## config.mk

```make
export PLATFORM = sky130hd
export DESIGN_NAME = motor_feedback_turn_tracker
export DESIGN_NICKNAME = d
export VERILOG_FILES = /design/src/design/mftt_pkg.sv /design/src/design/mftt_step.sv /design/src/design/motor_feedback_turn_tracker.sv
export SDC_FILE = /design/constraint.sdc
export NUM_CORES = 1
export LEC_CHECK = 0
export BUFFER_PORTS_ARGS = -buffer_cell sky130_fd_sc_hd__buf_2
export CAP_MARGIN = 0
export CORE_MARGIN = 4
export CORE_UTILIZATION = 55
export CTS_CLUSTER_DIAMETER = 50
export DETAILED_ROUTE_END_ITERATION = 16
export PLACE_DENSITY = 0.86
export RECOVER_POWER = 50
export SETUP_SLACK_MARGIN = 0.4
export SYNTH_ARGS = -nofsm -noshare
export SYNTH_HDL_FRONTEND = slang
export SYNTH_SLANG_ARGS = --single-unit
```

## constraint.sdc

```tcl
create_clock -name clk -period 14.9 [get_ports clk]
set_input_delay 1.49 -clock clk [delete_from_list [all_inputs] [get_ports clk]]
set_output_delay 1.49 -clock clk [all_outputs]
set_load 0.05 [all_outputs]
```

## src/design/mftt_pkg.sv

```systemverilog
// Package for the motor feedback turn tracker: beat types and fixed constants.
// No dependencies; used by every module of the block by scoped names.
`default_nettype none

package mftt_pkg;

    localparam int ANGLE_W = 13;
    localparam int SPEED_W = 16;
    localparam int CURR_W  = 16;
    localparam int TEMP_W  = 8;
    localparam int SUM_W   = 32;
    localparam int TICK_W  = 16;
    localparam int ENC_MAX_W = 16;

    localparam logic CMD_FRAME = 1'b0;
    localparam logic CMD_TICK  = 1'b1;

    localparam logic [TICK_W-1:0] OFFLINE_LIMIT_RST = 16'd100;

    typedef struct packed {
        logic                      command;
        logic [ANGLE_W-1:0]        angle_raw;
        logic signed [SPEED_W-1:0] speed_rpm;
        logic signed [CURR_W-1:0]  current_raw;
        logic [TEMP_W-1:0]         temperature;
    } in_item_t;

    typedef struct packed {
        logic signed [SUM_W-1:0]   turn_sum;
        logic [ANGLE_W-1:0]        angle_out;
        logic signed [SPEED_W-1:0] speed_out;
        logic signed [CURR_W-1:0]  current_out;
        logic [TEMP_W-1:0]         temperature_out;
        logic                      online;
        logic [TICK_W-1:0]         missed_ticks;
    } out_item_t;

endpackage

`default_nettype wire

```

## src/design/mftt_step.sv

```systemverilog
// Next-state logic of the turn tracker: one frame or tick applied to the state.
// Depends on mftt_pkg for the beat types and constants.
`default_nettype none

module mftt_step #(
    parameter int ENC_BITS = 13
) (
    input  wire mftt_pkg::in_item_t               item,
    input  wire mftt_pkg::out_item_t              cur,
    input  wire logic [ENC_BITS-1:0]              last_angle,
    input  wire logic                             primed,
    input  wire logic [mftt_pkg::TICK_W-1:0]      limit,
    output mftt_pkg::out_item_t                   nxt,
    output logic [ENC_BITS-1:0]                   last_angle_next
);

    localparam int DW = ENC_BITS + 2;
    localparam logic signed [DW-1:0] HALF_M1 = DW'((1 << (ENC_BITS - 1)) - 1);
    localparam logic signed [DW-1:0] ENC_MOD = DW'(1 << ENC_BITS);

    logic [mftt_pkg::ENC_MAX_W-1:0] ang_ext;
    logic [ENC_BITS-1:0]            ang;
    logic [mftt_pkg::ENC_MAX_W-1:0] ang_wide;
    logic signed [DW-1:0]           diff_raw;
    logic signed [DW-1:0]           diff_adj;
    logic signed [mftt_pkg::SUM_W-1:0] diff_ext;
    logic [mftt_pkg::TICK_W:0]      tick_inc;

    // Reduce the encoder angle to one turn.
    assign ang_ext  = mftt_pkg::ENC_MAX_W'(item.angle_raw);
    assign ang      = ang_ext[ENC_BITS-1:0];
    assign ang_wide = mftt_pkg::ENC_MAX_W'(ang);

    // Unwrap the difference across zero when it reaches half a turn or more.
    assign diff_raw = $signed({2'b00, ang}) - $signed({2'b00, last_angle});

    always_comb
    begin
        if (!primed)
            diff_adj = '0;
        else if (diff_raw > HALF_M1)
            diff_adj = diff_raw - ENC_MOD;
        else if (diff_raw < -HALF_M1)
            diff_adj = diff_raw + ENC_MOD;
        else
            diff_adj = diff_raw;
    end

    assign diff_ext = {{(mftt_pkg::SUM_W - DW){diff_adj[DW-1]}}, diff_adj};
    assign tick_inc = {1'b0, cur.missed_ticks} + 17'd1;

    always_comb
    begin
        nxt             = cur;
        last_angle_next = last_angle;
        if (item.command == mftt_pkg::CMD_FRAME)
        begin
            nxt.turn_sum        = cur.turn_sum + diff_ext;
            nxt.angle_out       = ang_wide[mftt_pkg::ANGLE_W-1:0];
            nxt.speed_out       = item.speed_rpm;
            nxt.current_out     = item.current_raw;
            nxt.temperature_out = item.temperature;
            nxt.missed_ticks    = '0;
            last_angle_next     = ang;
        end
        else if (tick_inc > {1'b0, limit})
        begin
            // saturate at the limit and drop the link
            nxt.missed_ticks = limit;
            nxt.online       = 1'b0;
        end
        else
        begin
            nxt.missed_ticks = tick_inc[mftt_pkg::TICK_W-1:0];
            nxt.online       = 1'b1;
        end
    end

endmodule

`default_nettype wire

```

## src/design/motor_feedback_turn_tracker.sv

```systemverilog
// Top level of the motor feedback turn tracker: input register, tracker state
// that doubles as the result register, and the offline limit register.
// Depends on mftt_pkg and mftt_step.
//
//   channel | direction | handshake             | beat
//   --------+-----------+-----------------------+------------------------------
//   in      | in        | in_valid / in_ready   | mftt_pkg::in_item_t
//   out     | out       | out_valid / out_ready | mftt_pkg::out_item_t
//   cfg     | in        | cfg_valid / cfg_ready | 16-bit offline limit
//
// One beat per cycle sustained while out is not stalled; a result passes the input
// register, then the state/result register, before it appears on out.
// The tracker state itself is the result register: it advances only when the
// previous result has been taken, so a stalled output holds the state too.
// A stall on out holds the input register, and in_ready drops only while the
// input register is full and cannot advance.
// Reset clears the state, the flags and sets the offline limit to 100;
// cfg_ready is always high.
`default_nettype none

module motor_feedback_turn_tracker #(
    parameter int ENC_BITS = 13
) (
    input  wire logic                          clk,
    input  wire logic                          rst_n,
    input  wire logic                          in_valid,
    output logic                               in_ready,
    input  wire mftt_pkg::in_item_t            in_data,
    output logic                               out_valid,
    input  wire logic                          out_ready,
    output mftt_pkg::out_item_t                out_data,
    input  wire logic                          cfg_valid,
    output logic                               cfg_ready,
    input  wire logic [mftt_pkg::TICK_W-1:0]   cfg_data
);

    logic                          s1_valid_reg;
    mftt_pkg::in_item_t            s1_item_reg;
    logic                          out_valid_reg;
    mftt_pkg::out_item_t           track_reg;
    mftt_pkg::out_item_t           track_next;
    logic [ENC_BITS-1:0]           last_angle_reg;
    logic [ENC_BITS-1:0]           last_angle_next;
    logic                          primed_reg;
    logic [mftt_pkg::TICK_W-1:0]   limit_reg;
    logic                          advance;

    // Move the held beat into the state when the result slot is free.
    assign advance   = s1_valid_reg && (!out_valid_reg || out_ready);
    assign in_ready  = !s1_valid_reg || advance;
    assign cfg_ready = 1'b1;
    assign out_valid = out_valid_reg;
    assign out_data  = track_reg;

    always_ff @(posedge clk or negedge rst_n)
    begin
        if (!rst_n)
            limit_reg <= mftt_pkg::OFFLINE_LIMIT_RST;
        else if (cfg_valid && cfg_ready)
            limit_reg <= cfg_data;
    end

    // Input register: capture a beat whenever the slot is free or draining.
    always_ff @(posedge clk or negedge rst_n)
    begin
        if (!rst_n)
            s1_valid_reg <= 1'b0;
        else if (in_ready)
            s1_valid_reg <= in_valid;
    end

    always_ff @(posedge clk)
    begin
        if (in_ready && in_valid)
            s1_item_reg <= in_data;
    end

    mftt_step #(
        .ENC_BITS(ENC_BITS)
    ) u_step (
        .item            (s1_item_reg),
        .cur             (track_reg),
        .last_angle      (last_angle_reg),
        .primed          (primed_reg),
        .limit           (limit_reg),
        .nxt             (track_next),
        .last_angle_next (last_angle_next)
    );

    // Tracker state and result valid; the state is architectural, so reset it.
    always_ff @(posedge clk or negedge rst_n)
    begin
        if (!rst_n)
        begin
            out_valid_reg  <= 1'b0;
            track_reg      <= '0;
            last_angle_reg <= '0;
            primed_reg     <= 1'b0;
        end
        else
        begin
            if (advance)
            begin
                out_valid_reg  <= 1'b1;
                track_reg      <= track_next;
                last_angle_reg <= last_angle_next;
                if (s1_item_reg.command == mftt_pkg::CMD_FRAME)
                    primed_reg <= 1'b1;
            end
            else if (out_ready)
                out_valid_reg <= 1'b0;
        end
    end

endmodule

`default_nettype wire

```

==> metrics, run 1 <==
sequential share of the synthesized area=50.63%; asr flop ratio synth=69.14%; adder-cell area share of the yosys netlist=8.741%; Die Wd=137.3 um; CTS Sinks=175; synth warn=0; Seq cells post-synth=175; post-CTS setup buffer count=0; Clock Tree Buf Depth=2; top cells by area, synth=dfrtp_1 (32%), edfxtp_1 (18%), nand2_1 (8.3%); RSZ-0062 raised after global routing=false; fraction of synthesized cell area in xor and xnor cells=4.575%; top cells by count, synth=nand2_1 (204), dfrtp_1 (118), o21ai_0 (86), ha_1 (61), edfxtp_1 (54); post_cts resized=0; Achievable Freq=176.6 MHz; Routed WL per cell=16.32 um; Crit Reg-Reg Startpoint=last_angle_reg[0]; vias in the first global route=7238; die height=137.3 um; worst slew pin tran=3.655 ns; CP Data Required Time=15.22 ns; max-cap viol count=2; Antenna Cells=0; post-route clock period utilization=38.00%; failing checks=capacitance limit, slew limit; Compound-Gate Fraction of Synth Area=15.19%; CTS root buffer=clkbuf_16; Worst R2R End=out_data[101]; Non-Filler Instances=1315; cells after synthesis=915; Post-synth EDFFs=54; num ports=180; hold path endpoint=out_data[19]; post-synth top area cell=dfrtp_1; routability cong.=0.9018; Initial DRC Count=448; first-pass GRT wire length=34330 um; largest family of logic cells by synthesized area=simple AND/OR/NAND/NOR gates; Synth Area in Simple Gates=16.80%; status=finished, violations left; Syn Nets=1053; slowest library cell on the worst path=ha_1; WL final=21460 um; setup violators final=0; setup slack, reg-to-reg=9.24 ns; Via density=5.567; CP Cell Sequence=ha_1 > fa_1 > nand2b_1 > nand2b_1 > a221oi_2 > xnor2_1 > or4_4 > nor4_4 > a41oi_2 > ha_1 > nand3_2 > or4_4 > o211ai_4 > a31o_4 > a21oi_4 > o31ai_1 > a21oi_1 > nand3b_1 > xnor2_1; Worst Path Max Fanout=19; largest stage delay on the critical path=0.68 ns; worst vdd ir=0.1420 mV; initial antenna violation count=1; Distinct cells, synth=75; area delta synth->final=17.15%; Worst Setup End Kind=flip-flop; critical path class=flip-flop to flip-flop; Sequential Area=4653 um^2; largest net degree at the start of global routing=72; DRC viols=0; die footprint=18840 um^2; setup TNS=0 ns; Placed Cells=1283; H-tree levels=4; most common cell in the netlist=nand2_1; hold path cells=2; Top FF cell, synth=dfrtp_1; max_slew headroom=-143.6%; Final HPWL DP=15400 um; NumNets Final=1224; # fillers=1273; Starting Density=57.03%; worst reg2reg path depth=19; post-synthesis cell area=9190 um^2; Buf/Inv on CP=0; Clock Latency Late Sink=0.43 ns; GRT Util Overall=23.33%; CP Launch Type=flip-flop; CTS tree=yes; # hold bufs at CTS=0; leakage power=5.207 nW; I/O Buffers=178; Overflow after GRT=0; cell area power density=216.5 nW/um^2; post-synth top area share=32.13%; Final Hold Fails=0; antenna viol nets, final=0; post-synthesis area per instance=10.04 um^2; CTS buffer count=17; vias=7321; CORE AREA=16120 um^2; crit path DAT=5.98 ns; DRT Pass-1 Iters=5; worst min-delay path category=flip-flop to flip-flop; max-slew violation count=123; CP delay by family, top=simple AND/OR/NAND/NOR gates; Hold Startpoint=s1_item_reg[2]; fin crit period=5.661 ns; clock slew at the register clock pins of the worst setup and hold paths=0.07 ns; multiplexer share of the synthesized area=0.7760%; Setup Skew=0.01295 ns; max FFs per register=89; layout cell share with drive strength beyond 1=18.47%; area of the multi-input gates=4263 um^2; Final Util=66.81%; row count=46
[power breakdown]
part / internal (mW) / switching (mW)
Combinational: 0.427 / 0.818
Sequential: 0.591 / 0.0745
Clock: 0.220 / 0.200
Total: 1.24 / 1.09
[metal layers]
metal,part of all wire (%),global-route usage [%],up-vias
met5,0.061,0,-
met1,42,29.17,3465
met4,2.8,9.479,2
met2,47,37.60,254
met3,7.7,7.524,47
li1,-,-,3553
[cells in the final DEF (no fill, tap or decap), drive strengths merged, types with 4 or more instances in the layout]
cell,instances
o21ai,90
mux2i,6
edfxtp,54
a21oi,48
xnor2,23
a211oi,4
o2bb2ai,12
nor2b,9
and2,8
nand3,16
inv,49
o21a,6
clkinv,4
o31ai,6
and3,12
nor2,24
nand4,9
nor3,8
nand3b,5
dfrtp,118
xor2,25
nand2,204
nand2b,14
ha,61
nor3b,9
clkbuf,59
o211ai,6
a21o,22
buf,143
[kinds of logic (layout without fill, tap and decap cells)]
logic type | after synthesis | in the layout
adders and majority gates | 63 | 63
DFF | 175 | 175
and+or+nand+nor | 332 | 332
xor gates and xnor gates | 48 | 48
AOI/OAI and AO/OA | 217 | 217
other | 1 | 1
muxes | 7 | 7
buffers and inverters | 72 | 256
[final cells by class]
class                           count  area share (%)
Sequential cell                   175           43.22
Inverter                           41           1.429
Clock buffer                       19           4.021
Timing Repair Buffer              183           8.135
Clock inverter                     13           1.092
Multi-Input combinational cell    668           39.59
Tap cell                          216           2.510
[how the worst max path moves through the flow]
stage	from	end	slack (ns)	cells past startpoint
after floorplan	last_angle_reg[0]	out_data[99]	9.56	19
final	last_angle_reg[0]	out_data[101]	9.24	19
after detailed placement	last_angle_reg[0]	out_data[101]	9.26	19
after global placement	last_angle_reg[0]	out_data[101]	9.41	19
after global routing	last_angle_reg[1]	out_data[101]	8.85	19
after CTS	last_angle_reg[0]	out_data[101]	9.24	19
[per-stage QoR]
stage	instance area, um^2	worst slack [ns]	total power, mW	hold WS (ns)
final	10770	9.239	2.330	0.4390
after global routing	10770	8.852	2.489	0.4593
after CTS	10820	9.236	2.339	0.4397
after detailed placement	10270	9.258	1.911	0.4233
after global placement	10270	9.409	1.879	0.4160
after floorplan	9190	9.565	1.650	0.4146
[worst register-to-register path, delay by kind of cell, from the launching register on]
| family | cells | cell delay (ns) |
|---|---|---|
| AO/OA/AOI/OAI | 7 | 1.56 |
| XOR/XNOR | 2 | 0.30 |
| adder cells (fa/ha/maj) | 3 | 1.33 |
| flip-flops | 1 | 0.40 |
| AND/OR/NAND/NOR | 7 | 1.96 |
Power figures use the tool's default switching activity.
==> run 2, diff against run 1 <==
Settings changed: CORE_UTILIZATION 55 to 50, PLACE_DENSITY 0.86 to 0.82.
Clock period 14.9 ns to 4.7 ns, I/O delays scaled along.
==> run 2 against run 1 <==
Net effect:
- the run ends with capacitance limit, slew limit, setup timing left
- sequential cell count unchanged
- total power rose to 3.5 times the previous value
- sequential share of layout area decreased by 2.3 points
- routed wire length increased by 2.1%
- clock-buffer cell count decreased by 1
- non-clock buffer count rose by 37
- critical path type unchanged
- die area up 9.4%
- largest power group unchanged
- sequential power rose to 3.2 times the previous value
- utilization is 3.6 points lower
- final cell count increased by 3.8%
- via count up 1.8%
- clock skew is 0.0013 ns higher
- largest cell class unchanged
==> metrics, run 2 (synthesis results as in run 1) <==
CTS root buffer=clkbuf_16; Net Sw Power=3.790 mW (+250%); GRT Util Overall=22.05% (-1.3 points); max-cap viol count=2 (unchanged); CP Launch Type=flip-flop; CTS buffer count=17 (unchanged); Starting Density=50.99% (-6.0 points); antenna viol nets, final=0 (unchanged); Final Hold Fails=0 (unchanged); Sw Share=45.96% (-0.91 points); routability cong.=0.9363 (+3.8%); DR WL met2=10830 um (+6.4%); Place WS=-0.1211 ns (-9.379 ns); first-pass GRT wire length=36460 um (+6.2%); WL final=21920 um (+2.1%); Sequential Power Share=25.7% (-2.9 points); num ports=180 (unchanged); CTS Sinks=175 (unchanged); Initial DRC Count=543 (+21%); most frequent cells in the layout=nand2_1 (203), dfrtp_1 (109), buf_2 (99), clkbuf_1 (80), o21ai_0 (71); Die Wd=143.6 um (+4.6%); Clock Tree Buf Depth=2 (unchanged); met3 WL post-DR=1284 um (-23%); status=finished, violations left; vias=7451 (+1.8%); DRC viols=0 (unchanged); clock network fraction of total power=18.4% (+0.4 points); Via density=5.459 (-2.0%); Placed Cells=1324 (+3.2%); total power=8.246 mW (+250%); Final HPWL DP=15350 um (-0.33%); row count=49 (+6.5%); die footprint=20610 um^2 (+9.4%); failing checks=capacitance limit, slew limit, setup timing; I/O Buffers=178 (unchanged); top layer in use=met4; Setup Skew=0.01428 ns (+0.001323 ns); WL met1=9264 um (+3.0%); NumNets Final=1261 (+3.0%); Overflow after GRT=0 (unchanged); crit path DAT=5.03 ns (-0.95 ns); Worst Path Max Fanout=6 (-13); largest net degree at the start of global routing=69 (-4.2%); fin area=11400 um^2 (+5.9%); initial antenna violation count=0 (-1); Int Pwr=4.457 mW (+260%); fin crit period=4.722 ns (-0.9400 ns); Clock Latency Late Sink=0.44 ns (about the same); Achievable Freq=211.8 MHz (+20%); DRT Pass-1 Iters=5 (unchanged); worst vdd ir=0.6606 mV (+370%); clock slew at the register clock pins of the worst setup and hold paths=0.08 ns (about the same); leakage power=5.331 nW (+2.4%); vias in the first global route=7576 (+4.7%); post-route clock period utilization=100.5% (+62 points); CP Data Required Time=5.01 ns (-10.21 ns); Final Util=63.24% (-3.6 points); CORE AREA=18020 um^2 (+12%); H-tree levels=4 (unchanged); Post-DP Area=10660 um^2 (+3.8%); worst min-delay path category=input pin to flip-flop; Non-Filler Instances=1365 (+3.8%); Worst Setup End Kind=flip-flop; Worst Slack Setup Final=-0.02153 ns (-9.260 ns); layout cell share with drive strength beyond 1=21.57% (+3.1 points); cell area power density=723.5 nW/um^2 (+230%); max_slew headroom=-28.56% (+120 points); max-slew violation count=68 (-45%); RSZ-0062 raised after global routing=true; Routed WL per cell=16.06 um (-1.6%); most common cell after layout, fill and taps aside=nand2_1; worst slew pin tran=1.928 ns (-1.726 ns); max FFs per register=89 (unchanged); Antenna Cells=0 (unchanged); Comb pwr share=55.9% (+2.5 points); # fillers=1470 (+15%); setup violators final=1 (+1); area delta synth->final=24.03%; die height=143.6 um (+4.6%); critical path class=flip-flop to flip-flop; CTS tree=yes
run 2: cell types whose count changed in the layout (fill, tap and decap cells not counted), moves of 9 or more:
cell      delta
dfrtp_2      +9
buf_4       +35
clkbuf_1    +38
buf_2       -40
ha_1         -9
dfrtp_1      -9
o21ai_0     -15
o21ai_1     +12
run 2: per-layer routing:
metal	GRT usage [%]	vias to the layer above
li1	-	3624
met4	8.375	0
met3	5.125	43
met1	27.72	3555
met5	0	-
met2	37.16	229
run 2: power groups by stage:
stage,clock [mW],combinational (mW),sequential [mW]
6_report,1.52,4.61,2.12
5_1_grt,1.61,5.02,2.16
4_1_cts,1.54,4.55,2.11
3_5_place_dp,0,4.34,2.14
3_3_place_gp,0,4.23,2.13
2_1_floorplan,0,2.46,2.95
run 2: through the flow:
step / setup TNS [ns] / hold WS (ns)
final: -0.02153 / 0.2004
after global routing: -1.503 / 0.1785
after CTS: 0 / 0.1898
after detailed placement: -0.2406 / 0.4268
after floorplan: -0.1772 / 0.1744
after global placement: 0 / 0.4162
run 2: path summary, 6_finish.rpt:
path,endpoint,from,cells after the start,slack [ns]
max,out_data[99],s1_item_reg[40],21,-0.02
min,s1_item_reg[19],in_data[19],1,0.20
max reg2reg,out_data[99],s1_item_reg[40],21,-0.02
min reg2reg,out_data[24],s1_item_reg[7],2,0.44
max in group asynchronous,out_data[55],rst_n,3,1.67
min in group asynchronous,last_angle_reg[5],rst_n,2,1.11
run 2: timing repair:
item	CTS	global route
buffers inserted	5	3
hold buffers	1	0
hold endpoints to repair	2	0
gates resized for setup	16	15
endpoints found under the setup margin	14	29
pin swaps	17	4
cloned	0	0
run 2: cell type report:
type,instances,area (um^2),area share (%)
Sequential cell,175,4664,40.92
Multi-Input combinational cell,668,4541,39.84
Timing Repair Buffer,220,1111,9.748
Clock buffer,18,429.2,3.765
Tap cell,229,286.5,2.514
Clock inverter,14,212.7,1.866
Inverter,41,153.9,1.350
run 2: worst max-delay path, cell delays in order (launching register included):
cell and delay (ns):
edfxtp_1 0.38, inv_2 0.09, ha_4 0.15, fa_2 0.21
nand2b_4 0.15, nand2b_4 0.07, a221oi_4 0.29, xnor2_2 0.10
or4_4 0.53, nor4_4 0.26, a41oi_4 0.29, ha_4 0.34
a21oi_4 0.19, o21ai_4 0.09, a31oi_4 0.17, o211ai_4 0.10
a31o_4 0.25, a21oi_4 0.15, o21ai_2 0.07, a21o_1 0.19
and3_4 0.16, or3_1 0.35
==> run 3, diff against run 2 <==
Settings changed: CELL_PAD_IN_SITES_DETAIL_PLACEMENT from default to 0, CELL_PAD_IN_SITES_GLOBAL_PLACEMENT from default to 2, CORE_UTILIZATION 50 to 34, PLACE_DENSITY 0.82 to 0.83, SYNTH_HIERARCHICAL from default to 1.
==> run 3 against run 2 <==
Net effect:
- the run still ends with capacitance limit, slew limit, setup timing left
- synthesized area is 22% higher
- critical path depth did not move
- maximum frequency is 3.9% lower
- cell area increased by 24%
- sequential share of layout area down 5.7 points
- clock-buffer cell count is 1 lower
==> metrics, run 3 <==
CTS tree=yes; num ports=180 (unchanged); layout cell share with drive strength beyond 1=37.28% (+16 points); antenna viol nets, final=0 (unchanged); Post-synth EDFFs=54 (unchanged); Synth Area in Simple Gates=12.45% (-4.4 points); die height=189.6 um (+32%); GRT Util Overall=14.91% (-7.1 points); asr flop ratio synth=71.28% (+2.1 points); Worst Slack Setup Final=-0.2137 ns (-0.1921 ns); DRT Pass-1 Iters=5 (unchanged); clock slew at the register clock pins of the worst setup and hold paths=0.08 ns (about the same); Buf/Inv on CP=1 (unchanged); Final Hold Fails=0 (unchanged); multiplexer share of the synthesized area=19.16% (+18 points); routability cong.=0.8453 (-9.7%); failing checks=capacitance limit, slew limit, setup timing; largest net degree at the start of global routing=117 (+70%); NumNets Final=1418 (+12%); slowest library cell on the worst path=or4b_1; fin crit period=4.914 ns (+0.1921 ns); area of the multi-input gates=6265 um^2 (+38%); Top FF cell, synth=dfrtp_1; largest family of logic cells by synthesized area=multiplexers; CP delay by family, top=simple AND/OR/NAND/NOR gates; most frequent cells in the layout=mux2_2 (136), dfrtp_1 (130), nand2_1 (128), buf_2 (96), buf_4 (92); Via density=4.807 (-12%); Worst Path Max Fanout=6 (unchanged); CP Cell Sequence=inv_1 > ha_2 > fa_2 > nor2b_4 > o31a_1 > a21oi_2 > or4b_1 > a21oi_1 > and4b_1 > nand2_2 > and2_4 > ha_2 > or3_4 > o31a_1 > a41oi_2 > o21ai_2 > a41o_1 > and3_4 > a2111oi_4 > nand4b_1 > mux2_2; synth warn=6 (+6); Seq cells post-synth=188 (+7.4%); WL final=26900 um (+23%); Achievable Freq=203.5 MHz (-3.9%); Routed WL per cell=15.50 um (-3.5%); Setup Skew=0.01295 ns (-0.001323 ns); RSZ-0062 raised after global routing=true; setup slack, reg-to-reg=-0.21 ns (-0.19 ns); Antenna Cells=0 (unchanged); CP Data Required Time=5.03 ns (+0.02 ns); Clock Latency Late Sink=0.45 ns (about the same); max-cap viol count=1 (-1); most common cell after layout, fill and taps aside=mux2_2; leakage power=6.432 nW (+21%); vias=8340 (+12%); Sequential Area=4980 um^2 (+6.8%); worst vdd ir=0.5705 mV (-14%); post-synthesis cell area=11210 um^2 (+22%); H-tree levels=4 (unchanged); Clock Tree Buf Depth=2 (unchanged); row count=66 (+35%); post-synth top area share=29.25% (-2.9 points); top cells by count, synth=mux2_2 (136), dfrtp_1 (131), nand2_1 (129), ha_1 (61), edfxtp_1 (54); cells after synthesis=1015 (+11%); worst slew pin tran=2.298 ns (+0.3700 ns); adder-cell area share of the yosys netlist=7.167% (-1.6 points); Initial DRC Count=360 (-34%); CP Launch Type=flip-flop; worst min-delay path category=input pin to flip-flop; crit path DAT=5.24 ns (+0.21 ns); Compound-Gate Fraction of Synth Area=9.924% (-5.3 points); area delta synth->final=26.28%; setup violators final=3 (+2); die footprint=35930 um^2 (+74%); critical path class=flip-flop to flip-flop; post-synth top area cell=dfrtp_1; largest stage delay on the critical path=0.46 ns (-0.07 ns); CORE AREA=32540 um^2 (+81%); # fillers=3173 (+120%); Distinct cells, synth=68 (-9.3%); Final HPWL DP=19030 um (+24%); vias in the first global route=8421 (+11%); first-pass GRT wire length=43700 um (+20%); Syn Nets=1153 (+9.5%); initial antenna violation count=2 (+2); post-synthesis area per instance=11.04 um^2 (+9.9%); post-route clock period utilization=104.5% (+4.1 points); max_slew headroom=-53.23% (-25 points); sequential share of the synthesized area=44.42% (-6.2 points); most common cell in the netlist=mux2_2; Starting Density=34.45% (-17 points); CTS root buffer=clkbuf_16; I/O Buffers=178 (unchanged); Die Wd=189.6 um (+32%); fraction of synthesized cell area in xor and xnor cells=3.751% (-0.82 points); status=finished, violations left; CTS Sinks=188 (+7.4%); Overflow after GRT=0 (unchanged); cell area power density=741.3 nW/um^2 (+2.5%); DRC viols=0 (unchanged); Worst Setup End Kind=flip-flop; max-slew violation count=41 (-40%); top cells by area, synth=dfrtp_1 (29%), edfxtp_1 (14%), mux2_2 (14%); CTS buffer count=17 (unchanged); WHS=0.1937 ns (-0.006662 ns); Place WS=-0.2583 ns (-0.1373 ns); max FFs per register=102 (+15%)
## run 3: cell count changes after synthesis, sizes merged, moves of 8 or more
cell,before,now
nand2,204,131
nand2b,14,22
a21oi,48,40
nor2,24,34
o21ai,90,60
o2bb2ai,12,0
nand3,16,27
clkbuf,20,12
dfrtp,118,131
mux2,1,177
buf,10,26
## run 3: layout make-up
class                           count  share of cell area [%]
Multi-Input combinational cell    750                   44.26
Sequential cell                   188                   35.18
Timing Repair Buffer              283                   11.39
Tap cell                          442                   3.907
Clock buffer                       17                   3.006
Clock inverter                     15                   1.193
Inverter                           40                   1.061
## run 3: where the power goes
| group | leakage (nW) | switching [mW] | total, mW | internal (mW) |
|---|---|---|---|---|
| logic | 4.00 | 3.63 | 6.59 | 2.97 |
| registers | 2.14 | 0.362 | 2.43 | 2.07 |
| clock network | 0.292 | 0.747 | 1.47 | 0.720 |
## run 3: path summary, 6_finish.rpt
path	from	end	cells past startpoint
worst min-delay path	in_data[47]	s1_item_reg[47]	1
worst min register to register	out_data[51]	out_data[51]	1
max in group asynchronous	rst_n	out_data[48]	3
worst max register to register	s1_item_reg[40]	out_data[101]	21
min in group asynchronous	rst_n	limit_reg[9]	2
worst max-delay path	s1_item_reg[40]	out_data[101]	21
## run 3: timing repair
item                                    in CTS  in global routing
pin swaps                                   13                 14
setup buffers                               12                  5
hold buffers                                 1                  0
endpoints found under the setup margin      14                 21
gates resized for setup                     26                 47
gates cloned                                 1                  0
hold endpoints to repair                    36                  0
## run 3: per-layer routing
layer / vias to the layer above / track usage (%) / part of all wire (%)
met5: - / 0 / 0.078
met4: 4 / 4.229 / 1.5
met3: 27 / 4.073 / 5.2
met2: 150 / 23.90 / 47
met1: 3986 / 19.95 / 47
li1: 4173 / - / -
## run 3: cells by family after synthesis
| kind of cell | Yosys count |
|---|---|
| other | 1 |
| buffers and inverters | 78 |
| AND/OR/NAND/NOR | 283 |
| AO/OA/AOI/OAI | 177 |
| multiplexers | 177 |
| adder cells (fa/ha/maj) | 63 |
| XOR/XNOR | 48 |
| flip-flops | 188 |
## run 3: worst register-to-register path: stages (launching register included)
cell	delay, ns
edfxtp_1	0.35
inv_1	0.05
ha_2	0.19
fa_2	0.38
nor2b_4	0.15
o31a_1	0.17
a21oi_2	0.05
or4b_1	0.46
a21oi_1	0.12
and4b_1	0.24
nand2_2	0.09
and2_4	0.23
ha_2	0.19
or3_4	0.40
o31a_1	0.30
a41oi_2	0.15
o21ai_2	0.09
a41o_1	0.27
and3_4	0.20
a2111oi_4	0.34
nand4b_1	0.12
mux2_2	0.27
## run 3: through the flow
| step | power (mW) | util [%] | TNS, ns | cell area [um^2] | std cells |
|---|---|---|---|---|---|
| final | 10.49 | 43.50 | -0.5409 | 14150 | 1735 |
| after global routing | 11.26 | 43.50 | -2.436 | 14150 | 1735 |
| after detailed placement | 8.393 | 40.55 | -0.4112 | 13190 | 1684 |
| after CTS | 10.23 | 43.05 | -0.7156 | 14010 | 1730 |
| after global placement | 8.337 | 40.55 | -0.1123 | 13190 | 1684 |
| after floorplan | 6.646 | - | -0.07174 | 11280 | 1015 |
